<file path="src/design/xor_packet_deframer_resync_top_assert.svh">
// ----------------------------------------------------------------------------
// xor_packet_deframer_resync_top_assert.svh
// Assertion macros for the XOR packet deframer.
// ----------------------------------------------------------------------------
`ifndef XOR_PACKET_DEFRAMER_RESYNC_TOP_ASSERT_SVH
`define XOR_PACKET_DEFRAMER_RESYNC_TOP_ASSERT_SVH

// same-cycle implication, suspended during reset
`define XPD_ASSERT_NOW(label, clk, rst_n, ante, cons) \
  label: assert property (@(posedge clk) disable iff (!rst_n) (ante) |-> (cons)) \
    else $error("deframer assertion failed");

// next-cycle implication, suspended during reset
`define XPD_ASSERT_NEXT(label, clk, rst_n, ante, cons) \
  label: assert property (@(posedge clk) disable iff (!rst_n) (ante) |=> (cons)) \
    else $error("deframer assertion failed");

`endif

</file>
<file path="src/design/xpd_pkg.sv">
// ----------------------------------------------------------------------------
// xpd_pkg
// Shared types and constants of the XOR packet deframer.
// ----------------------------------------------------------------------------
`default_nettype none

package xpd_pkg;

  localparam int unsigned BYTE_W       = 8;
  localparam int unsigned WINDOW_DEPTH = 4;
  localparam int unsigned FILL_W       = $clog2(WINDOW_DEPTH + 1);

  typedef logic [BYTE_W-1:0] byte_t;
  typedef logic [FILL_W-1:0] fill_t;

  localparam fill_t FILL_EMPTY = '0;
  localparam fill_t FILL_FULL  = fill_t'(WINDOW_DEPTH);

endpackage

`default_nettype wire

</file>
<file path="src/design/xpd_cell.sv">
// ----------------------------------------------------------------------------
// xpd_cell
// One window cell: holds a byte, shifts it on to the older neighbour and
// folds its byte into the running XOR passed along the chain.
// ----------------------------------------------------------------------------
`default_nettype none

module xpd_cell (
  input  wire logic          clk,
  input  wire logic          shift_en,
  input  wire xpd_pkg::byte_t data_in,
  input  wire xpd_pkg::byte_t xor_in,
  output      xpd_pkg::byte_t data_out,
  output      xpd_pkg::byte_t xor_out
);

  xpd_pkg::byte_t data_r;
  xpd_pkg::byte_t data_nxt;

  always_comb begin
    data_nxt = shift_en ? data_in : data_r;
  end

  always_ff @(posedge clk) begin
    data_r <= data_nxt;
  end

  assign data_out = data_r;
  assign xor_out  = xor_in ^ data_r;

endmodule

`default_nettype wire

</file>
<file path="src/design/xor_packet_deframer_resync_top.sv">
// ----------------------------------------------------------------------------
// xor_packet_deframer_resync_top
// Sliding-window XOR checksum packet deframer with byte-wise resync.
// ----------------------------------------------------------------------------
// One received byte is taken every clock cycle unless in_stall is high. The
// four-byte window is a chain of cells that shifts by one byte per accepted
// non-matching byte and ripples the checksum XOR along its length, so a
// candidate checksum is checked combinationally. A matching packet appears on
// the output register in the cycle after its checksum byte is taken; the input
// stalls only while a result sits in the output register and the output stalls.
`default_nettype none

module xor_packet_deframer_resync_top (
  input  wire logic         clk,
  input  wire logic         rst_n,
  input  wire logic         in_valid,
  output      logic         in_stall,
  input  wire logic [7:0]   in_rx_byte,
  output      logic         out_valid,
  input  wire logic         out_stall,
  output      logic [7:0]   out_command,
  output      logic [7:0]   out_param_one,
  output      logic [7:0]   out_param_two,
  output      logic [7:0]   out_param_three
);

  localparam int unsigned DEPTH = xpd_pkg::WINDOW_DEPTH;

  xpd_pkg::byte_t win_data [DEPTH+1];
  xpd_pkg::byte_t win_xor  [DEPTH+1];

  xpd_pkg::fill_t fill_r, fill_nxt;
  logic           out_valid_r, out_valid_nxt;
  xpd_pkg::byte_t res_r   [DEPTH];
  xpd_pkg::byte_t res_nxt [DEPTH];

  logic in_fire;
  logic full;
  logic match;
  logic shift_en;

  assign in_stall = out_valid_r && out_stall;
  assign in_fire  = in_valid && !in_stall;
  assign full     = (fill_r >= xpd_pkg::FILL_FULL);
  assign match    = full && (win_xor[DEPTH] == xpd_pkg::byte_t'(in_rx_byte));
  assign shift_en = in_fire && !match;

  // cell 0 is the oldest byte; new bytes enter at the top of the chain
  assign win_data[DEPTH] = xpd_pkg::byte_t'(in_rx_byte);
  assign win_xor[0]      = '0;

  for (genvar i = 0; i < DEPTH; i++) begin : g_cell
    xpd_cell u_cell (
      .clk      (clk),
      .shift_en (shift_en),
      .data_in  (win_data[i+1]),
      .xor_in   (win_xor[i]),
      .data_out (win_data[i]),
      .xor_out  (win_xor[i+1])
    );
  end

  always_comb begin
    fill_nxt      = fill_r;
    out_valid_nxt = out_valid_r && out_stall;
    for (int i = 0; i < DEPTH; i++) begin
      res_nxt[i] = res_r[i];
    end
    if (in_fire) begin
      if (match) begin
        fill_nxt      = xpd_pkg::FILL_EMPTY;
        out_valid_nxt = 1'b1;
        for (int i = 0; i < DEPTH; i++) begin
          res_nxt[i] = win_data[i];
        end
      end else if (full) begin
        fill_nxt = xpd_pkg::FILL_FULL;
      end else begin
        fill_nxt = fill_r + xpd_pkg::fill_t'(1);
      end
    end
  end

  always_ff @(posedge clk) begin
    if (!rst_n) begin
      fill_r      <= xpd_pkg::FILL_EMPTY;
      out_valid_r <= 1'b0;
    end else begin
      fill_r      <= fill_nxt;
      out_valid_r <= out_valid_nxt;
    end
  end

  always_ff @(posedge clk) begin
    for (int i = 0; i < DEPTH; i++) begin
      res_r[i] <= res_nxt[i];
    end
  end

  assign out_valid       = out_valid_r;
  assign out_command     = res_r[0];
  assign out_param_one   = res_r[1];
  assign out_param_two   = res_r[2];
  assign out_param_three = res_r[3];

`include "xor_packet_deframer_resync_top_assert.svh"

  `XPD_ASSERT_NOW(a_fill_range, clk, rst_n, 1'b1, fill_r <= xpd_pkg::FILL_FULL)
  `XPD_ASSERT_NOW(a_stall_only_held, clk, rst_n, in_stall, out_valid_r)
  `XPD_ASSERT_NEXT(a_match_emits, clk, rst_n, in_fire && match, out_valid_r && fill_r == xpd_pkg::FILL_EMPTY)
  `XPD_ASSERT_NEXT(a_resync_stays_full, clk, rst_n, in_fire && full && !match, fill_r == xpd_pkg::FILL_FULL)

endmodule

`default_nettype wire
</file>
<file path="config.mk">
export PLATFORM = sky130hd
export DESIGN_NAME = xor_packet_deframer_resync_top
export DESIGN_NICKNAME = d
export VERILOG_FILES = /design/src/design/xpd_pkg.sv /design/src/design/xpd_cell.sv /design/src/design/xor_packet_deframer_resync_top.sv
export VERILOG_INCLUDE_DIRS = /design/src /design/src/design
export SDC_FILE = /design/constraint.sdc
export NUM_CORES = 1
export LEC_CHECK = 0
export ABC_AREA = 1
export BUFFER_PORTS_ARGS = -buffer_cell sky130_fd_sc_hd__buf_4
export CAP_MARGIN = 20
export CORE_MARGIN = 2
export CORE_UTILIZATION = 55
export CTS_CLUSTER_DIAMETER = 200
export DETAILED_ROUTE_END_ITERATION = 10
export PLACE_DENSITY_LB_ADDON = 0.15
export SETUP_SLACK_MARGIN = 0.15
export SLEW_MARGIN = 10
export SYNTH_ARGS = -nofsm -noshare
export SYNTH_HDL_FRONTEND = slang
export SYNTH_SLANG_ARGS = --single-unit
</file>
<file path="constraint.sdc">
create_clock -name clk -period 3.6 [get_ports clk]
set_input_delay 0.18 -clock clk [delete_from_list [all_inputs] [get_ports clk]]
set_output_delay 0.18 -clock clk [all_outputs]
set_load 0.01 [all_outputs]
</file>
Word-level counts from Yosys, hierarchy flattened
Memories as Yosys holds them, arrays and structs flattened.
Cells that the tools add are included.
- muxes and demuxes: 6
- $mul: 0
- shift-type cells: 0
- eq/ne operators: 1
- magnitude comparators: 1
- reduce and logical (&&, ||, !) cells: 6
- divide/modulo/power cells: 0
- add/subtract/negate cells: 1
- bitwise operators: 3
- operator list (operator ; number):
    $mux 32 ; 2
    $xor 8x8->8 ; 3
    $eq 8x8->1 ; 1
    $mux 3 ; 2
    $logic_and 1x1->1 ; 4
    $add 3x1->3 const B ; 1
    $ge 3x3->1 const B ; 1
    $logic_not 1->1 ; 2
    $mux 1 ; 2
- bits in read-only memories: 0
- bits of input ports: 12
- logic and storage cells: 25
- register bits: 36
- memories: 1
- bits in writable memories: 32
- bits in latches: 0
- memory list (memory ; depth ; width ; rd ports ; clocked after Yosys merged registers in ; write ports ; line ; text):
    res_r ; 4 ; 8 ; 4 ; 0 ; 4 ; xor_packet_deframer_resync_top.sv:34 ; xpd_pkg::byte_t res_r [DEPTH];

Longest topological paths before layout
Gate-level depths: netlist of run 1.
- depth in word-level cells: 7
- mapped depth: 13

Hierarchy
A second synthesis of run 1 with hierarchy kept.
- cell total of the unflattened synthesis: 287
- area total of the unflattened synthesis: 2886.5 um2
- modules (own cells, without submodules) (module ; instances ; area an instance (um2) ; cells each):
    xpd_cell ; 4 ; 390.4 ; 48
    xor_packet_deframer_resync_top ; 1 ; 1325.0 ; 95

Least setup slack after synthesis of run 1
OpenSTA, ideal clock, no wires.
- path kind: reg-to-reg
- start: register g_cell[2].u_cell.data_r[3]
- end: register g_cell[0].u_cell.data_r[0] (enable)
- required time: 3168 ps
- stages on the path, launching flop included: 9
- period minus slack after synthesis: 3023 ps
- slack: 577 ps
- buffers on the path: 0
- arrival: 2591 ps
- path through: edfxtp_1 xor2_1 nand2_1 nand2_1 nor2_1 nor2_1 nand2_1 nor2_2 a21oi_1
- word-level cells in the longest chain between the ends: 6
- ends and longest elaborated chain (what ; line ; text):
    from (decl) ; xpd_cell.sv:17 ; xpd_pkg::byte_t data_r;
    from (signal assigned) ; xpd_cell.sv:25 ; data_r <= data_nxt;
    $xor 8x8->8 (2 in a row) ; xpd_cell.sv:29 ; assign xor_out = xor_in ^ data_r;
    $eq 8x8->1 ; xor_packet_deframer_resync_top.sv:45 ; assign match = full && (win_xor[DEPTH] == xpd_pkg::byte_t'(in_rx_byte));
    $logic_and 1x1->1 ; xor_packet_deframer_resync_top.sv:45 ;
    $logic_not 1->1 ; xor_packet_deframer_resync_top.sv:46 ; assign shift_en = in_fire && !match;
    $logic_and 1x1->1 ; xor_packet_deframer_resync_top.sv:46 ;
    named net g_cell[0].u_cell.shift_en ; xpd_cell.sv:10 ; input wire logic shift_en,
    to (signal assigned) ; xpd_cell.sv:25 ;
    to (decl) ; xpd_cell.sv:17 ;
The timed path passes the listed nets, and every way through them passes these cells.
A chain may end at the register's enable or synchronous reset.

==> flow_summary_export.csv, run 1 <==
group,metric,value,unit
setup_path,cp_max_fo,19,
clock_tree,ctsRootBufferMaster,"clkbuf_8",
drt,routedWlPerCell,12.5,µm
clock_tree,htree_num_levels,3,
timing,slew_headroom,0.454,
final_layout,num_antenna_cells,0,
grt,grtUsageTotal,0.182,
grt,grt_pass1_wl,7180,µm
grt,grt_max_degree,23,
setup_path,critPathMaxStageDelay,0.70,ns
clock_tree,cts-resized-gates,0,
flow_run,drv_cap,0,
final_layout,multi_input_area,653,µm²
die,core_area,4790,µm²
clock_tree,cts.sinks,68,
die,start_util,0.578,
drt,ant_nets,0,
synth,avgSynthCellArea,12.2,µm²
clock_tree,postCtsSetupBuffers,0,
clock_tree,ctsHoldBuffers,0,
setup_path,critPathSlowestCell,"nor3_4",
drt,wl,4440,µm
setup_path,cp_num_buf_inv,1,
setup_path,worstPathRequired,3.64,ns
clock_tree,tritoncts,"built",
timing,period_needed,2.39,ns
synth,yosysSeqAreaShare,0.724,
synth,yosysWarnings,0,
drt,drc,0,
placement,dp_hpwl,3100,µm
timing,finalCritPeriodShare,0.664,
power,ir_worst_vdd,0.349,mV
drt,vias,1674,
setup_path,crit_path_end_kind,"flip-flop",
final_layout,final_cell_mix,"nand2_1 (66), edfxtp_1 (64), buf_4 (47)",
clock_tree,clk_path_buf_depth,2,
placement,numPortBuffers,45,
die,dieArea,5610,µm²
power,p_per_area,470,nW/µm²
drt,viasPerCell,4.70,
timing,fin_skew,0.00891,ns
timing,setup_tns,0,ns
setup_path,crit_arrival,2.43,ns
drt,first_pass_iters,4,
die,dieHeight,74.9,µm
die,die_x,74.9,µm
synth,syn_inst,226,
drt,first_iter_violations,92,
final_layout,final_common_cell,"nand2_1",
final_layout,n_fill_cell,366,
setup_path,crit_family,"simple AND/OR/NAND/NOR gates",
synth,yosysTopAreaCell,"edfxtp_1",
synth,synth_seq_cells,68,
synth,netlist_area,2760,µm²
timing,tightest_slew,0.816,ns
setup_path,crit_path_cell_trace,"xor2_1 > nand2_1 > nand2_1 > nand2_1 > nand2_1 > nand4_1 > nor3_4 > buf_12",
final_layout,area_growth,23.2,%
setup_path,cp-start-kind,"flip-flop",
synth,netlist_top_cells_area,"edfxtp_1 (70%), nand2_1 (9.0%), inv_1 (4.3%), dfxtp_1 (2.9%), xnor2_1 (2.5%)",
power,p_leak,1.47,nW
synth,synth_top_area_share,0.695,
timing,setup_slack,1.21,ns
timing,max_freq,0.418,GHz
clock_tree,cts_made_buffers,9,
die,pin_count,46,
clock_tree,clk_latency,0.33,ns
timing,finalSetupViolCount,0,
final_layout,seqCellArea,2000,µm²
final_layout,fin_nets,299,
synth,synthDistinctLibCells,20,
synth,synth_nets,240,
setup_path,path_common_cell,"nand2_1",
timing,drv_slew,0,
timing,report.final.hold_viol_count,0,
die,row_count,25,
grt,antenna_found_initial,0,
timing,rsz0062_at_grt,"false",
clock_tree,cts.clk_slew.worst_paths,0.07,ns
placement,pre_cts_ws,1.20,ns
final_layout,drive_above_1_share,0.228,
status,status,"finished clean",
worst_hold_path,hp-class,"in2reg",
setup_path,crit_type,"reg2reg",
placement,gp_congestion,0.794,
grt,grt_overflow_total,0,
grt,grt_pass1_vias,1603,
==> layer usage <==
metal  up-vias  track usage  routed length [µm]
li1        864            -                   -
met3         8       0.0495                 163
met5         -            0                   0
met4         0        0.113                  91
met2        34        0.285                2150
met1       768        0.226                2040
==> report_power, final <==
group / leakage, nW / switching [mW] / internal [mW]
sequential: 0.633 / 0.0217 / 0.892
clock: 0.0879 / 0.257 / 0.313
combinational: 0.752 / 0.0692 / 0.0472
total: 1.47 / 0.348 / 1.25
==> kinds of logic (layout without fill, tap and decap cells) <==
kind of cell | Yosys count | in the layout | share of synthesized area
compound gates | 11 | 11 | 0.0240
simple gates | 98 | 98 | 0.152
buf+inv | 32 | 95 | 0.0435
fa+ha+maj | 2 | 2 | 0.00905
xor+xnor | 15 | 15 | 0.0475
flops | 68 | 68 | 0.724
==> state kept, by name, indices dropped and copies added, names as in the netlist <==
| name | count |
|---|---|
| g_cell.u_cell.data_out | 32 |
| out_valid | 1 |
| fill_r | 3 |
| res_r | 32 |
==> stage by stage <==
step	total power, mW	area, µm²	util	hold slack [ns]	instances
2_1_floorplan	1.01	2760	-	0.279	226
6_report	1.60	3410	0.712	0.0384	356
5_1_grt	1.66	3410	0.712	0.0182	356
3_5_place_dp	1.05	3230	0.675	0.378	341
3_3_place_gp	1.04	3230	0.675	0.379	341
4_1_cts	1.61	3410	0.712	0.0220	356
==> worst paths after layout <==
| check | cells after the start | slack, ns | to | from |
|---|---|---|---|---|
| worst min register to register | 0 | 0.49 | res_r[0][4] | g_cell[0].u_cell.data_out[4] |
| worst max-delay path | 8 | 1.21 | res_r[2][5] | g_cell[2].u_cell.data_out[4] |
| worst min-delay path | 1 | 0.04 | g_cell[3].u_cell.data_out[3] | in_rx_byte[3] |
| worst max register to register | 8 | 1.21 | res_r[2][5] | g_cell[2].u_cell.data_out[4] |
==> synthesized netlist by cell type <==
cell type / instances
nand2_1: 66
edfxtp_1: 64
inv_1: 32
nor2_1: 14
nand3_1: 8
xnor2_1: 8
xor2_1: 7
a21oi_1: 5
dfxtp_1: 4
nor2_2: 3
a211oi_1: 2
ha_1: 2
nand2b_1: 2
nand3b_1: 2
o21ai_1: 2
a21o_1: 1
a21oi_2: 1
nand3_2: 1
nand4_1: 1
nor3_4: 1
==> layout make-up <==
class                   instances  area share
flip-flops and latches         68       0.588
multi-input cells             126       0.192
repair buffers                 48       0.109
inverters                      32      0.0353
clock inverters                 3      0.0114
clock buffers                  12      0.0397
well taps                      67      0.0246
Note: power is estimated with default switching activity, not from simulation.
==> inputs of run 2 (changes only) <==
Clock period 3.6 ns to 2.4 ns, I/O delays scaled along.
==> run 2 against run 1 <==
Combinational power is 59% higher. Highest routed layer unchanged. Critical path type unchanged. First-iteration DRC count grew 20%. Die area unchanged. Maximum frequency rose by 22%. Via count up 1.7%. Cell area rose by 3.8%. Total power up 60%. Sequential cell count unchanged. Setup slack worse by 0.77 ns. Critical endpoint is now res_r[3][0]. Global-route usage decreased by 0.18 points. Sequential share of layout area decreased by 2.1 points. Routed wire length fell by 0.11%.
==> flow_summary_export.csv, run 2 (same netlist as run 1, synthesis figures left out) <==
group,metric,value,unit
timing,slew_headroom,0.778,
drt,first_iter_violations,110,
final_layout,final_cell_mix,"nand2_1 (66), edfxtp_1 (64), buf_4 (48)",
placement,numPortBuffers,45,
timing,max_freq,0.511,GHz
timing,report.final.hold_viol_count,0,
clock_tree,clk_path_buf_depth,2,
setup_path,cp-start-kind,"flip-flop",
setup_path,cp_max_fo,27,
final_layout,final_common_cell,"nand2_1",
timing,fin_skew,0.00884,ns
grt,grt_pass1_wl,7100,µm
die,start_util,0.578,
timing,finalSetupViolCount,0,
final_layout,area_growth,27.9,%
final_layout,final_cells,366,
setup_path,critPathMaxStageDelay,0.43,ns
die,row_count,25,
setup_path,r2r_setup_slack,0.44,ns
drt,ant_nets,0,
grt,antenna_found_initial,0,
timing,drv_slew,0,
setup_path,crit_path_cell_trace,"inv_1 > nand2_1 > nand2_1 > inv_1 > nand2_1 > nand2_1 > a21oi_1 > nand4_1 > nor3_4 > buf_12",
placement,dp_hpwl,2970,µm
worst_hold_path,hp-class,"in2reg",
grt,grt_max_degree,28,
die,dieArea,5610,µm²
status,status,"finished clean",
power,ir_worst_vdd,0.497,mV
setup_path,crit_arrival,1.99,ns
grt,grt_pass1_vias,1525,
drt,vias,1703,
drt,viasPerCell,4.65,
final_layout,num_antenna_cells,0,
grt,grt_util_met3,0.0723,
timing,setup_tns,0,ns
die,core_area,4790,µm²
die,die_x,74.9,µm
timing,rsz0062_at_grt,"false",
placement,gp_congestion,0.806,
clock_tree,clk_latency,0.34,ns
grt,grtUsageTotal,0.180,
drt,first_pass_iters,5,
flow_run,drv_cap,0,
clock_tree,cts.sinks,68,
drt,wl,4440,µm
setup_path,crit_path_end_kind,"flip-flop",
drt,drc,0,
setup_path,path_common_cell,"nand2_1",
clock_tree,ctsRootBufferMaster,"clkbuf_8",
final_layout,fin_nets,308,
setup_path,crit_type,"reg2reg",
power,p_per_area,723,nW/µm²
setup_path,cp_num_buf_inv,3,
drt,routedWlPerCell,12.1,µm
setup_path,critPathSlowestCell,"edfxtp_1",
timing,setup_slack,0.445,ns
final_layout,final_util,0.739,
timing,finalCritPeriodShare,0.815,
grt,grtUsageMet2,0.266,
die,dieHeight,74.9,µm
placement,place_inst,342,
setup_path,crit_family,"simple AND/OR/NAND/NOR gates",
grt,grt_use_met1,0.239,
placement,pre_cts_ws,0.445,ns
die,pin_count,46,
clock_tree,htree_num_levels,3,
setup_path,worstPathRequired,2.44,ns
clock_tree,cts-resized-gates,0,
timing,tightest_slew,0.332,ns
grt,busiest_layer,"met2",
timing,period_needed,1.96,ns
final_layout,drive_above_1_share,0.237,
clock_tree,tritoncts,"built",
clock_tree,cts.clk_slew.worst_paths,0.07,ns
grt,grt_overflow_total,0,
power,p_leak,1.53,nW
power,power.total,2.56,mW
clock_tree,cts_made_buffers,9,
-- run 2: cell type report --
class | instances | area, µm²
Timing Repair Buffer | 57 | 460
Multi-Input combinational cell | 126 | 653
Clock inverter | 7 | 91.3
Fill cell | 334 | 1250
Tap cell | 67 | 83.8
Clock buffer | 9 | 124
Inverter | 32 | 120
Sequential cell | 68 | 2000
-- run 2: final timing paths --
path                                              startpoint           to  cells past startpoint
worst max register to register  g_cell[3].u_cell.data_out[2]  res_r[3][0]                     10
worst min register to register  g_cell[0].u_cell.data_out[4]  res_r[0][4]                      0
worst max-delay path            g_cell[3].u_cell.data_out[2]  res_r[3][0]                     10
worst min-delay path                                   rst_n    fill_r[2]                      3
-- run 2: what timing repair did --
item	CTS	global route
hold buffers	8	0
endpoints found under the hold margin	8	0
buffers inserted	0	0
-- run 2: metal layers --
layer	wire, µm	share of wire
met4	85	0.019
met5	0	0
met2	2060	0.47
met3	196	0.044
met1	2090	0.47
-- run 2: report_power, final --
| part | switching [mW] | internal (mW) | leakage (nW) | total [mW] |
|---|---|---|---|---|
| combinational | 0.106 | 0.0795 | 0.791 | 0.185 |
| sequential | 0.0322 | 1.34 | 0.633 | 1.37 |
| clock | 0.422 | 0.581 | 0.111 | 1.00 |
| total | 0.560 | 2.00 | 1.53 | 2.56 |
-- run 2: per-stage QoR --
step,hold slack (ns),instance area (µm²)
floorplan,0.219,2780
global placement,0.318,3240
CTS,0.0248,3530
finish,0.0397,3530
global route,0.0356,3530
detailed placement,0.319,3240
-- run 2: tightest hold or removal path, delay by kind of cell --
family,cells,cell delay [ns]
and+or+nand+nor,2,0.14
buffers and inverters,1,0.08
